<file path="src/sv/bls_pkg.sv">
// Shared types and constants for the bounded LIFO stack.
package bls_pkg;

    localparam int WORD_W     = 32;
    localparam int COUNT_W    = 5;
    localparam int DEPTH_DEF  = 16;
    localparam int M_TDATA_W  = 40;

    typedef enum logic [1:0] {
        OP_PUSH = 2'd0,
        OP_POP  = 2'd1,
        OP_PEEK = 2'd2,
        OP_DUMP = 2'd3
    } op_t;

    typedef enum logic [1:0] {
        ST_OK       = 2'd0,
        ST_OVERFLOW = 2'd1,
        ST_EMPTY    = 2'd2
    } status_t;

    typedef enum logic {
        S_IDLE = 1'b0,
        S_DUMP = 1'b1
    } state_t;

    typedef enum logic [1:0] {
        CELL_HOLD   = 2'd0,
        CELL_DOWN   = 2'd1,
        CELL_UP     = 2'd2,
        CELL_ROTATE = 2'd3
    } cell_cmd_t;

    typedef struct packed {
        cell_cmd_t cmd;
    } cell_ctrl_t;

endpackage

</file>
<file path="src/sv/bounded_lifo_stack_top.sv">
// Top level of the bounded LIFO stack: controller and a row of shifting cells.
//
// Requests enter on the s_ stream: s_tuser carries the operation (push, pop,
// peek, dump) and s_tdata the signed word to push. Results leave on the m_
// stream: m_tuser carries the status, m_tdata the word and the fill count,
// m_tlast marks the final result of a request.
// The words sit in a row of DEPTH cells with the top of stack in cell 0;
// push shifts the row down, pop shifts it up.
// Push, pop and peek: the result is registered and valid in the cycle after
// acceptance; one request per cycle while the receiver keeps up.
// Dump: the controller moves to the dump state, then gives one result per
// cycle for each stored word while the receiver keeps up, as the row rotates
// up by one with each result and ends as it began; no request is taken during
// that time. An empty dump gives one result with empty status.
// Reset clears the fill count and the output valid; cell contents are left
// as they are and never read before being written.
// A stalled receiver holds the result register; s_tready drops until the
// result is taken.
module bounded_lifo_stack_top #(
    parameter int DEPTH = bls_pkg::DEPTH_DEF
) (
    input  logic                                aclk,
    input  logic                                aresetn,
    input  logic                                s_tvalid,
    output logic                                s_tready,
    input  logic [bls_pkg::WORD_W-1:0]          s_tdata,   // push_value
    input  logic [1:0]                          s_tuser,   // op
    output logic                                m_tvalid,
    input  logic                                m_tready,
    output logic [bls_pkg::M_TDATA_W-1:0]       m_tdata,   // word, count, zero pad
    output logic [1:0]                          m_tuser,   // status
    output logic                                m_tlast
);
    import bls_pkg::*;

    localparam int CW = $clog2(DEPTH + 1);

    logic signed [WORD_W-1:0] words [DEPTH];
    logic signed [WORD_W-1:0] push_value;
    logic signed [WORD_W-1:0] m_word;
    logic [COUNT_W-1:0]       m_count;
    logic [CW-1:0]            count;
    logic [CW-1:0]            rot_end;
    cell_ctrl_t               cell_ctrl;
    status_t                  m_status;
    op_t                      op;

    assign push_value = s_tdata;
    assign op         = op_t'(s_tuser);
    assign rot_end    = count - CW'(1);

    bls_ctrl #(
        .DEPTH (DEPTH),
        .CW    (CW)
    ) u_ctrl (
        .aclk       (aclk),
        .aresetn    (aresetn),
        .s_tvalid   (s_tvalid),
        .s_tready   (s_tready),
        .op         (op),
        .push_value (push_value),
        .top_word   (words[0]),
        .cell_ctrl  (cell_ctrl),
        .count_o    (count),
        .m_tvalid   (m_tvalid),
        .m_tready   (m_tready),
        .m_status   (m_status),
        .m_word     (m_word),
        .m_count    (m_count),
        .m_last     (m_tlast)
    );

    for (genvar i = 0; i < DEPTH; i++) begin : g_cell
        logic signed [WORD_W-1:0] above;
        logic signed [WORD_W-1:0] below;
        if (i == 0) begin : g_first
            assign above = push_value;
        end else begin : g_mid
            assign above = words[i-1];
        end
        if (i == DEPTH - 1) begin : g_end
            assign below = words[i];
        end else begin : g_inner
            assign below = words[i+1];
        end
        bls_cell u_cell (
            .aclk       (aclk),
            .ctrl       (cell_ctrl),
            .wrap       (rot_end == CW'(i)),
            .above_word (above),
            .below_word (below),
            .top_word   (words[0]),
            .word_o     (words[i])
        );
    end

    assign m_tdata = {(M_TDATA_W - WORD_W - COUNT_W)'(0), m_count, m_word};
    assign m_tuser = m_status;

endmodule

</file>
<file path="src/sv/bls_cell.sv">
// One stack cell: holds a word and moves it to or from its neighbors.
module bls_cell (
    input  logic                                aclk,
    input  bls_pkg::cell_ctrl_t                 ctrl,
    input  logic                                wrap,
    input  logic signed [bls_pkg::WORD_W-1:0]   above_word,
    input  logic signed [bls_pkg::WORD_W-1:0]   below_word,
    input  logic signed [bls_pkg::WORD_W-1:0]   top_word,
    output logic signed [bls_pkg::WORD_W-1:0]   word_o
);
    import bls_pkg::*;

    logic signed [WORD_W-1:0] word_reg;
    logic signed [WORD_W-1:0] word_next;

    always_comb begin
        case (ctrl.cmd)
            CELL_DOWN:   word_next = above_word;
            CELL_UP:     word_next = below_word;
            CELL_ROTATE: word_next = wrap ? top_word : below_word;
            default:     word_next = word_reg;
        endcase
    end

    always_ff @(posedge aclk) begin
        word_reg <= word_next;
    end

    assign word_o = word_reg;

endmodule

</file>
<file path="src/sv/bls_ctrl.sv">
// Stack controller: fill count, dump sequencing and the result register.
module bls_ctrl #(
    parameter int DEPTH = bls_pkg::DEPTH_DEF,
    parameter int CW    = $clog2(DEPTH + 1)
) (
    input  logic                                aclk,
    input  logic                                aresetn,
    input  logic                                s_tvalid,
    output logic                                s_tready,
    input  bls_pkg::op_t                        op,
    input  logic signed [bls_pkg::WORD_W-1:0]   push_value,
    input  logic signed [bls_pkg::WORD_W-1:0]   top_word,
    output bls_pkg::cell_ctrl_t                 cell_ctrl,
    output logic [CW-1:0]                       count_o,
    output logic                                m_tvalid,
    input  logic                                m_tready,
    output bls_pkg::status_t                    m_status,
    output logic signed [bls_pkg::WORD_W-1:0]   m_word,
    output logic [bls_pkg::COUNT_W-1:0]         m_count,
    output logic                                m_last
);
    import bls_pkg::*;

    localparam logic [CW-1:0] FULL = CW'(DEPTH);
    localparam logic [CW-1:0] ONE  = CW'(1);

    state_t                 state_reg, state_next;
    logic [CW-1:0]          count_reg, count_next;
    logic [CW-1:0]          rem_reg, rem_next;
    logic                   valid_reg, valid_next;
    status_t                status_reg, status_next;
    logic signed [WORD_W-1:0] word_reg, word_next;
    logic                   last_reg, last_next;
    logic [COUNT_W-1:0]     ocount_reg, ocount_next;

    logic free, accept, full, empty, load;

    assign free     = !valid_reg || m_tready;
    assign s_tready = (state_reg == S_IDLE) && free;
    assign accept   = s_tvalid && s_tready;
    assign full     = (count_reg == FULL);
    assign empty    = (count_reg == '0);

    always_comb begin
        state_next = state_reg;
        case (state_reg)
            S_IDLE: begin
                if (accept && op == OP_DUMP && !empty) begin
                    state_next = S_DUMP;
                end
            end
            S_DUMP: begin
                if (free && rem_reg == ONE) begin
                    state_next = S_IDLE;
                end
            end
            default: state_next = S_IDLE;
        endcase
    end

    always_comb begin
        cell_ctrl.cmd = CELL_HOLD;
        count_next    = count_reg;
        rem_next      = rem_reg;
        load          = 1'b0;
        status_next   = ST_OK;
        word_next     = '0;
        last_next     = 1'b1;
        case (state_reg)
            S_IDLE: begin
                if (accept) begin
                    load = 1'b1;
                    case (op)
                        OP_PUSH: begin
                            if (full) begin
                                status_next = ST_OVERFLOW;
                            end else begin
                                cell_ctrl.cmd = CELL_DOWN;
                                word_next     = push_value;
                                count_next    = count_reg + ONE;
                            end
                        end
                        OP_POP: begin
                            if (empty) begin
                                status_next = ST_EMPTY;
                            end else begin
                                cell_ctrl.cmd = CELL_UP;
                                word_next     = top_word;
                                count_next    = count_reg - ONE;
                            end
                        end
                        OP_PEEK: begin
                            if (empty) begin
                                status_next = ST_EMPTY;
                            end else begin
                                word_next = top_word;
                            end
                        end
                        default: begin
                            if (empty) begin
                                status_next = ST_EMPTY;
                            end else begin
                                load     = 1'b0;
                                rem_next = count_reg;
                            end
                        end
                    endcase
                end
            end
            S_DUMP: begin
                if (free) begin
                    load          = 1'b1;
                    cell_ctrl.cmd = CELL_ROTATE;
                    word_next     = top_word;
                    last_next     = (rem_reg == ONE);
                    rem_next      = rem_reg - ONE;
                end
            end
            default: ;
        endcase
        ocount_next = COUNT_W'(count_next);
        valid_next  = load ? 1'b1 : (valid_reg && !m_tready);
    end

    always_ff @(posedge aclk) begin
        if (!aresetn) begin
            state_reg <= S_IDLE;
            count_reg <= '0;
            rem_reg   <= '0;
            valid_reg <= 1'b0;
        end else begin
            state_reg <= state_next;
            count_reg <= count_next;
            rem_reg   <= rem_next;
            valid_reg <= valid_next;
        end
    end

    always_ff @(posedge aclk) begin
        if (load) begin
            status_reg <= status_next;
            word_reg   <= word_next;
            last_reg   <= last_next;
            ocount_reg <= ocount_next;
        end
    end

    assign count_o  = count_reg;
    assign m_tvalid = valid_reg;
    assign m_status = status_reg;
    assign m_word   = word_reg;
    assign m_count  = ocount_reg;
    assign m_last   = last_reg;

endmodule
</file>
<file path="config.mk">
export PLATFORM = sky130hd
export DESIGN_NAME = bounded_lifo_stack_top
export DESIGN_NICKNAME = d
export VERILOG_FILES = /design/src/sv/bls_pkg.sv /design/src/sv/bounded_lifo_stack_top.sv /design/src/sv/bls_cell.sv /design/src/sv/bls_ctrl.sv
export SDC_FILE = /design/constraint.sdc
export NUM_CORES = 1
export LEC_CHECK = 0
export BUFFER_PORTS_ARGS = -buffer_cell sky130_fd_sc_hd__buf_2
export CAP_MARGIN = 30
export CORE_MARGIN = 2
export CORE_UTILIZATION = 60
export DETAILED_ROUTE_END_ITERATION = 10
export HOLD_SLACK_MARGIN = 0.15
export PLACE_DENSITY_LB_ADDON = 0.08
export SLEW_MARGIN = 20
export SYNTH_ARGS = -nofsm -noshare
export SYNTH_HDL_FRONTEND = slang
export SYNTH_SLANG_ARGS = --single-unit
</file>
<file path="constraint.sdc">
create_clock -name aclk -period 31.2 [get_ports aclk]
set_clock_uncertainty 0.15 [all_clocks]
set_input_delay 6.24 -clock aclk [delete_from_list [all_inputs] [get_ports aclk]]
set_output_delay 6.24 -clock aclk [all_outputs]
set_load 0.02 [all_outputs]
</file>
After elaboration in Yosys (flattened, before gate mapping):

Cells that the tools add are included.

* register bits after elaboration: 564
* input port bits: 38
* output and inout port bits: 45
* logic and storage cells: 146

* $add $sub $neg: 3
* equality and inequality tests: 29
* mux-type cells: 66
* bitwise logic cells: 2
* reduce and logical (&&, ||, !) cells: 22

Operators with widths (count)
* $pmux 32 s3: 15
* $mux 32: 20
* $pmux 32 s2: 3
* $eq 5x4->1 const B: 8
* $mux 5: 8
* $eq 5x3->1 const B: 4
* $pmux 5 s2: 2
* $eq 5x1->1 const B: 2
* $eq 5x2->1 const B: 2
* $logic_not 5->1: 2
* $mux 2: 5
* $sub 5x1->5 const B: 2
* $mux 1: 9
* $eq 2x2->1 const B: 4
* $ne 2x2->1 const B: 4
* $pmux 2 s2: 2
* $logic_and 1x1->1: 6
* $reduce_and 2->1: 3
* $add 5x1->5 const B: 1
* $eq 5x5->1 const B: 1
* $eq 2x1->1 const B: 2
* $ne 2x1->1 const B: 2
* $pmux 1 s2: 2
* $reduce_and 4->1: 1
* other kinds (8): 12

Longest topological paths before layout:

* word-level depth: 9
* gate-level depth with buffers: 13
* gate-level depth less buffers: 7

By module:

A second synthesis with hierarchy kept.

* cells, all modules: 3153
* area, all modules: 33369.5 µm²

Modules (own cells, without submodules)
* bls_cell: instances 16, cells each 182, area each 1915.6 µm², seq. area each 960.9 µm²
* bls_ctrl: instances 1, cells each 213, area each 2572.5 µm², seq. area each 1441.4 µm²
* bounded_lifo_stack_top: instances 1, cells each 28, area each 147.6 µm², seq. area each 0.0 µm²

Worst setup path before layout:

No wires, ideal clock.

* path type: input port to flip-flop
* from: in s_tuser[1]
* to: reg g_cell[10].u_cell.word_reg[0], enable pin
* library setup time: 1269 ps
* arrival: 25741 ps
* required time: 29781 ps
* setup slack: 4041 ps
* cell stages on the path: 7
* cells stage by stage: inv_1 ha_1 clkbuf_1 nor2_1 a211oi_1 nor2_1 nor2_1

* longest elaborated chain between the ends: 6
* elaborated cells on any way between the ends: 9

Ends and longest elaborated chain
* from (decl): RTL line bounded_lifo_stack_top.sv:27 `input logic [1:0] s_tuser,`
* $eq 2x1->1 / $logic_not 2->1 (equally long branches): RTL line bls_ctrl.sv:73 `case (op)`
* $pmux 2 s2 (*): RTL line bls_ctrl.sv:73
* $mux 2 (*): RTL line bls_ctrl.sv:71 `if (accept) begin`
* $pmux 2 s2 (*): RTL line bls_ctrl.sv:69 `case (state_reg)`
* $eq 2x1->1, or another cell as far along: RTL line bls_cell.sv:17 `case (ctrl.cmd)`
* $reduce_bool 3->1 (no source line) (*)
* to (signal assigned): RTL line bls_cell.sv:26 `word_reg <= word_next;`
* to (decl): RTL line bls_cell.sv:13 `logic signed [WORD_W-1:0] word_reg;`

Mark *: on every way between the ends. The rest lies on a longest branch, timed or not.
A chain may end at the register's enable or synchronous reset.

Final worst setup path:

* from: in m_tready
* to: out s_tready

* longest elaborated chain between the ends: 2

Ends and longest elaborated chain
* from (decl): RTL line bounded_lifo_stack_top.sv:29 `input logic m_tready,`
* $logic_or 1x1->1: RTL line bls_ctrl.sv:38 `assign free = !valid_reg || m_tready;`
* $logic_and 1x1->1: RTL line bls_ctrl.sv:39 `assign s_tready = (state_reg == S_IDLE) && free;`
* to (decl): RTL line bounded_lifo_stack_top.sv:25 `output logic s_tready,`

Every way passes these cells.

==> impl_table.tex <==
\begin{tabular}{lr}
\hline
Metric & Value \\
\hline
\multicolumn{2}{l}{\textbf{Min path}} \\
Hold EP & u\_ctrl.rem\_reg[4] \\
Startpoint of the worst hold path & u\_ctrl.rem\_reg[4] \\
Hold Crit Depth & 2 \\
Worst min-delay path class & reg2reg \\
\multicolumn{2}{l}{\textbf{Synthesis}} \\
Sequential-to-total area share from yosys stat & 0.587 \\
Adder-cell area share of the yosys netlist & 0.00524 \\
Synth Area per Inst & between 9 and 10 um\^{}2 \\
Number of synthesized flops with an enable pin & between 500 and 600 \\
Total of flip-flops plus latches after synthesis & between 500 and 600 \\
Count of distinct cell types in the synthesized netlist & 63 \\
Yosys warns & 0 \\
Multiplexer area fraction after synthesis & 0.0172 \\
Fraction of the mapped netlist area in compound gates & 0.223 \\
Share of synthesized cell area in and, or, nand and nor gates & 0.118 \\
Commonest register cell after synthesis & edfxtp\_1 \\
Cell area after synthesis & between 0.02 and 0.03 mm\^{}2 \\
Share of flip-flops with an asynchronous set or reset after synthesis & 0 \\
Combinational family with the most area after synthesis & compound AO/OA/AOI/OAI gates \\
Gate count after technology mapping & roughly 3000 \\
Xor-xnor portion of the synthesized cell area & 0.000612 \\
\multicolumn{2}{l}{\textbf{Clocking}} \\
Resized cells post-CTS & 0 \\
Count of buffers added by post-CTS timing repair for setup & 0 \\
Number of hold buffers added after cts & 0 \\
Cts bufs inserted & 60 \\
Later-pin clock latency in the skew report & between 0.6 and 0.7 ns \\
Number of buffers on the longest clock path & 3 \\
Clock tree from TritonCTS & done \\
H-tree depth reported by CTS & 2 \\
Clock sink count & $\sim$560 \\
Cell at the root of the clock tree & clkbuf\_16 \\
Register clock-pin slew on the reported worst setup and hold paths & approximately 0.060 ns \\
\multicolumn{2}{l}{\textbf{Finish}} \\
Number of fill cells in the layout & $\sim$3800 \\
Most frequent cells in the layout & a21oi\_1 (706), edfxtp\_1 (552), nor2\_1 (430) \\
Post-route cell area & around 0.031 mm\^{}2 \\
Most common library cell in the layout ignoring fill and taps & a21oi\_1 \\
Max FFs per register & approximately 500 \\
Layout-stage area growth over the synthesis result & 9.55\% \\
Final cell count without fillers & between 3000 and 4000 \\
Fraction of final layout cells sized beyond drive strength 1 & 0.0934 \\
Inserted Diodes & 0 \\
Fin util & 0.661 \\
Net count reported at finish & between 2000 and 3000 \\
\multicolumn{2}{l}{\textbf{Route}} \\
Remaining DRCs & 0 \\
Routed via count divided by cell count & between 6 and 7 \\
Number of nets with antenna violations after routing & 0 \\
Count of vias placed by the detailed router & between 20000 and 25000 \\
Iteration-0 DRC count of the detailed router & about 3200 \\
Total wirelength of the detailed-routed design & approximately 83 mm \\
Detail-routed net length per standard cell & $\sim$23 um \\
Detailed-routing iteration count for the pre-antenna-repair pass & 6 \\
\multicolumn{2}{l}{\textbf{Pwr}} \\
Leak Pwr & between 10 and 15 nW \\
Power density relative to cell area & around 54 mW/mm\^{}2 \\
Peak supply drop & between 0.04 and 0.05 mV \\
\multicolumn{2}{l}{\textbf{Critical path}} \\
Worst flop-to-flop path endpoint & g\_cell[4].u\_cell.word\_o[19] \\
Worst path cell trace & buf\_2, nor2b\_1, nor2\_1, buf\_2 \\
Req. time, crit path & approximately 25 ns \\
Worst setup path category & in2out \\
Worst flop-to-flop path startpoint & u\_ctrl.count\_o[0] \\
CP peak stage delay & 0.66 ns \\
Startpoint type of the worst setup path & input port \\
Slowest cell on the critical path & nor2b\_1 \\
Crit path DAT & a little over 7 ns \\
CP endpoint kind & output port \\
Crit path top cell by count & buf\_2 \\
Logic depth of the worst register-to-register path & 12 \\
Maximum net fanout on the critical path & 8 \\
Register-to-register setup slack & around 26 ns \\
\multicolumn{2}{l}{\textbf{Run status}} \\
Status & finished, final reports clean \\
\multicolumn{2}{l}{\textbf{Placement}} \\
DP HPWL & 42.8 mm \\
Cell count after placement & around 3400 \\
Quantity of I/O buffers inserted on ports & approximately 80 \\
Post-Place Cell Area & 0.0294 mm\^{}2 \\
Final estimated routing congestion in global placement & approximately 0.86 \\
\multicolumn{2}{l}{\textbf{Timing}} \\
Final critical path time including I/O delays and setup & between 10 and 15 ns \\
Post-route fraction of the period consumed by the critical path & 0.437 \\
Final setup violation count & 0 \\
Achievable Freq & between 70 and 80 MHz \\
Setup repair after global routing missed its margin & false \\
Number of hold-slack violations in the final timing report & 0 \\
Remaining max-slew budget at the tightest pin & 0.271 \\
Actual slew at the worst max-slew pin & 1.09 ns \\
Max Transition Viols Final & 0 \\
Setup\_tns & 0 ns \\
\multicolumn{2}{l}{\textbf{Run}} \\
\# Max-Cap Violations & 0 \\
\multicolumn{2}{l}{\textbf{GRT}} \\
Vias in the first global route & 22742 \\
GRT Resource Usage Total & 0.328 \\
Initial antenna violation count & 0 \\
Most Crowded Layer GR & met2 \\
Wire length of the first global-routing pass & between 100 and 150 mm \\
Gr ovfl total & 0 \\
Global routing met1 resource utilization & 0.458 \\
Largest net degree at the start of global routing & about 220 \\
Met3 demand-to-capacity share in global routing & 0.0526 \\
Met2 usage in global routing & 0.521 \\
\multicolumn{2}{l}{\textbf{Die}} \\
Rows & 80 \\
Core region area & 0.0474 mm\^{}2 \\
Number of primary I/O pins & between 80 and 90 \\
Die width & approximately 220 um \\
Die outline area & $\sim$0.049 mm\^{}2 \\
Die Y-Extent & 222 um \\
Effective utilization at floorplan & 0.604 \\
\hline
\end{tabular}
Yosys cell counts, drive strengths merged (2+ instances only):
library cell    n  area share
a2111oi         6      0.0029
a211o           3     0.00092
a211oi          8      0.0023
a21boi         15      0.0039
a21o            4      0.0010
a21oi         709        0.12
a22o           34       0.010
a31oi         111       0.024
a32oi           2     0.00061
and2            7      0.0015
buf           117       0.021
clkbuf        170       0.022
dfxtp          12      0.0084
edfxtp        552        0.58
ha             12      0.0052
inv            35      0.0046
mux2           42       0.017
mux2i           2     0.00070
nand2         340       0.045
nand3          11      0.0019
nand3b          4      0.0010
nor2          432       0.057
nor2b           4     0.00087
nor3            6      0.0010
nor4            4     0.00087
o2111ai         6      0.0018
o211ai          4      0.0010
o21a            2     0.00052
o21ai         258       0.045
o221ai          2     0.00061
or2             3     0.00066
or3            26      0.0057
xnor2           2     0.00061
logic make-up (layout without fill, tap and decap cells):
kind of cell | count (synthesis) | in the layout
xor gates and xnor gates | 2 | 2
buffers and inverters | 323 | 289
and+or+nand+nor | 846 | 846
DFF | 564 | 564
adders and majority gates | 12 | 12
AOI/OAI and AO/OA | 1174 | 1174
other | 1 | 3
muxes | 44 | 44
layer usage:
metal / part of all wire / up-vias
met5: 0 / -
met4: 0.037 / 0
met1: 0.40 / 11437
met3: 0.096 / 223
li1: - / 10592
met2: 0.47 / 1321
area by class of cell:
class | instances | area [um^2] | share of cell area
repair buffers | 144 | 1060 | 0.0338
well taps | 615 | 769 | 0.0245
inverters | 36 | 135 | 0.00431
flip-flops and latches | 564 | 16800 | 0.536
multi-input cells | 2081 | 10800 | 0.343
clock inverters | 33 | 221 | 0.00706
clock buffers | 76 | 1600 | 0.0511
metrics by stage:
| step | hold WS [ns] | setup slack, ns | power [W] |
|---|---|---|---|
| 6_report | 0.332 | 17.56 | 0.00170 |
| 5_1_grt | 0.367 | 17.44 | 0.00175 |
| 4_1_cts | 0.340 | 17.57 | 0.00170 |
| 3_5_place_dp | 0.332 | 17.57 | 0.00103 |
| 3_3_place_gp | 0.318 | 17.58 | 0.00102 |
| 2_1_floorplan | 0.304 | 4.04 | 0.00100 |
power breakdown:
part | leakage (nW) | switching [W] | total, W | internal, W
logic | 5.41 | 0.0000962 | 0.000134 | 0.0000380
clock network | 0.873 | 0.000300 | 0.000678 | 0.000377
registers | 5.15 | 0.0000167 | 0.000884 | 0.000868
worst max-delay path, delay by kind of cell:
family,cells,cell delay (ns)
buffers and inverters,2,0.29
and+or+nand+nor,2,0.72
worst max-delay path by stage:
stage | cells past startpoint | slack (ns) | end | start
2_1_floorplan | 7 | 4.04 | g_cell[10].u_cell.word_o[0] | s_tuser[1]
3_3_place_gp | 4 | 17.58 | s_tready | m_tready
3_5_place_dp | 4 | 17.57 | s_tready | m_tready
4_1_cts | 4 | 17.57 | s_tready | m_tready
5_1_grt | 4 | 17.44 | s_tready | m_tready
6_report | 4 | 17.56 | s_tready | m_tready
Power figures use the tool's default switching activity.
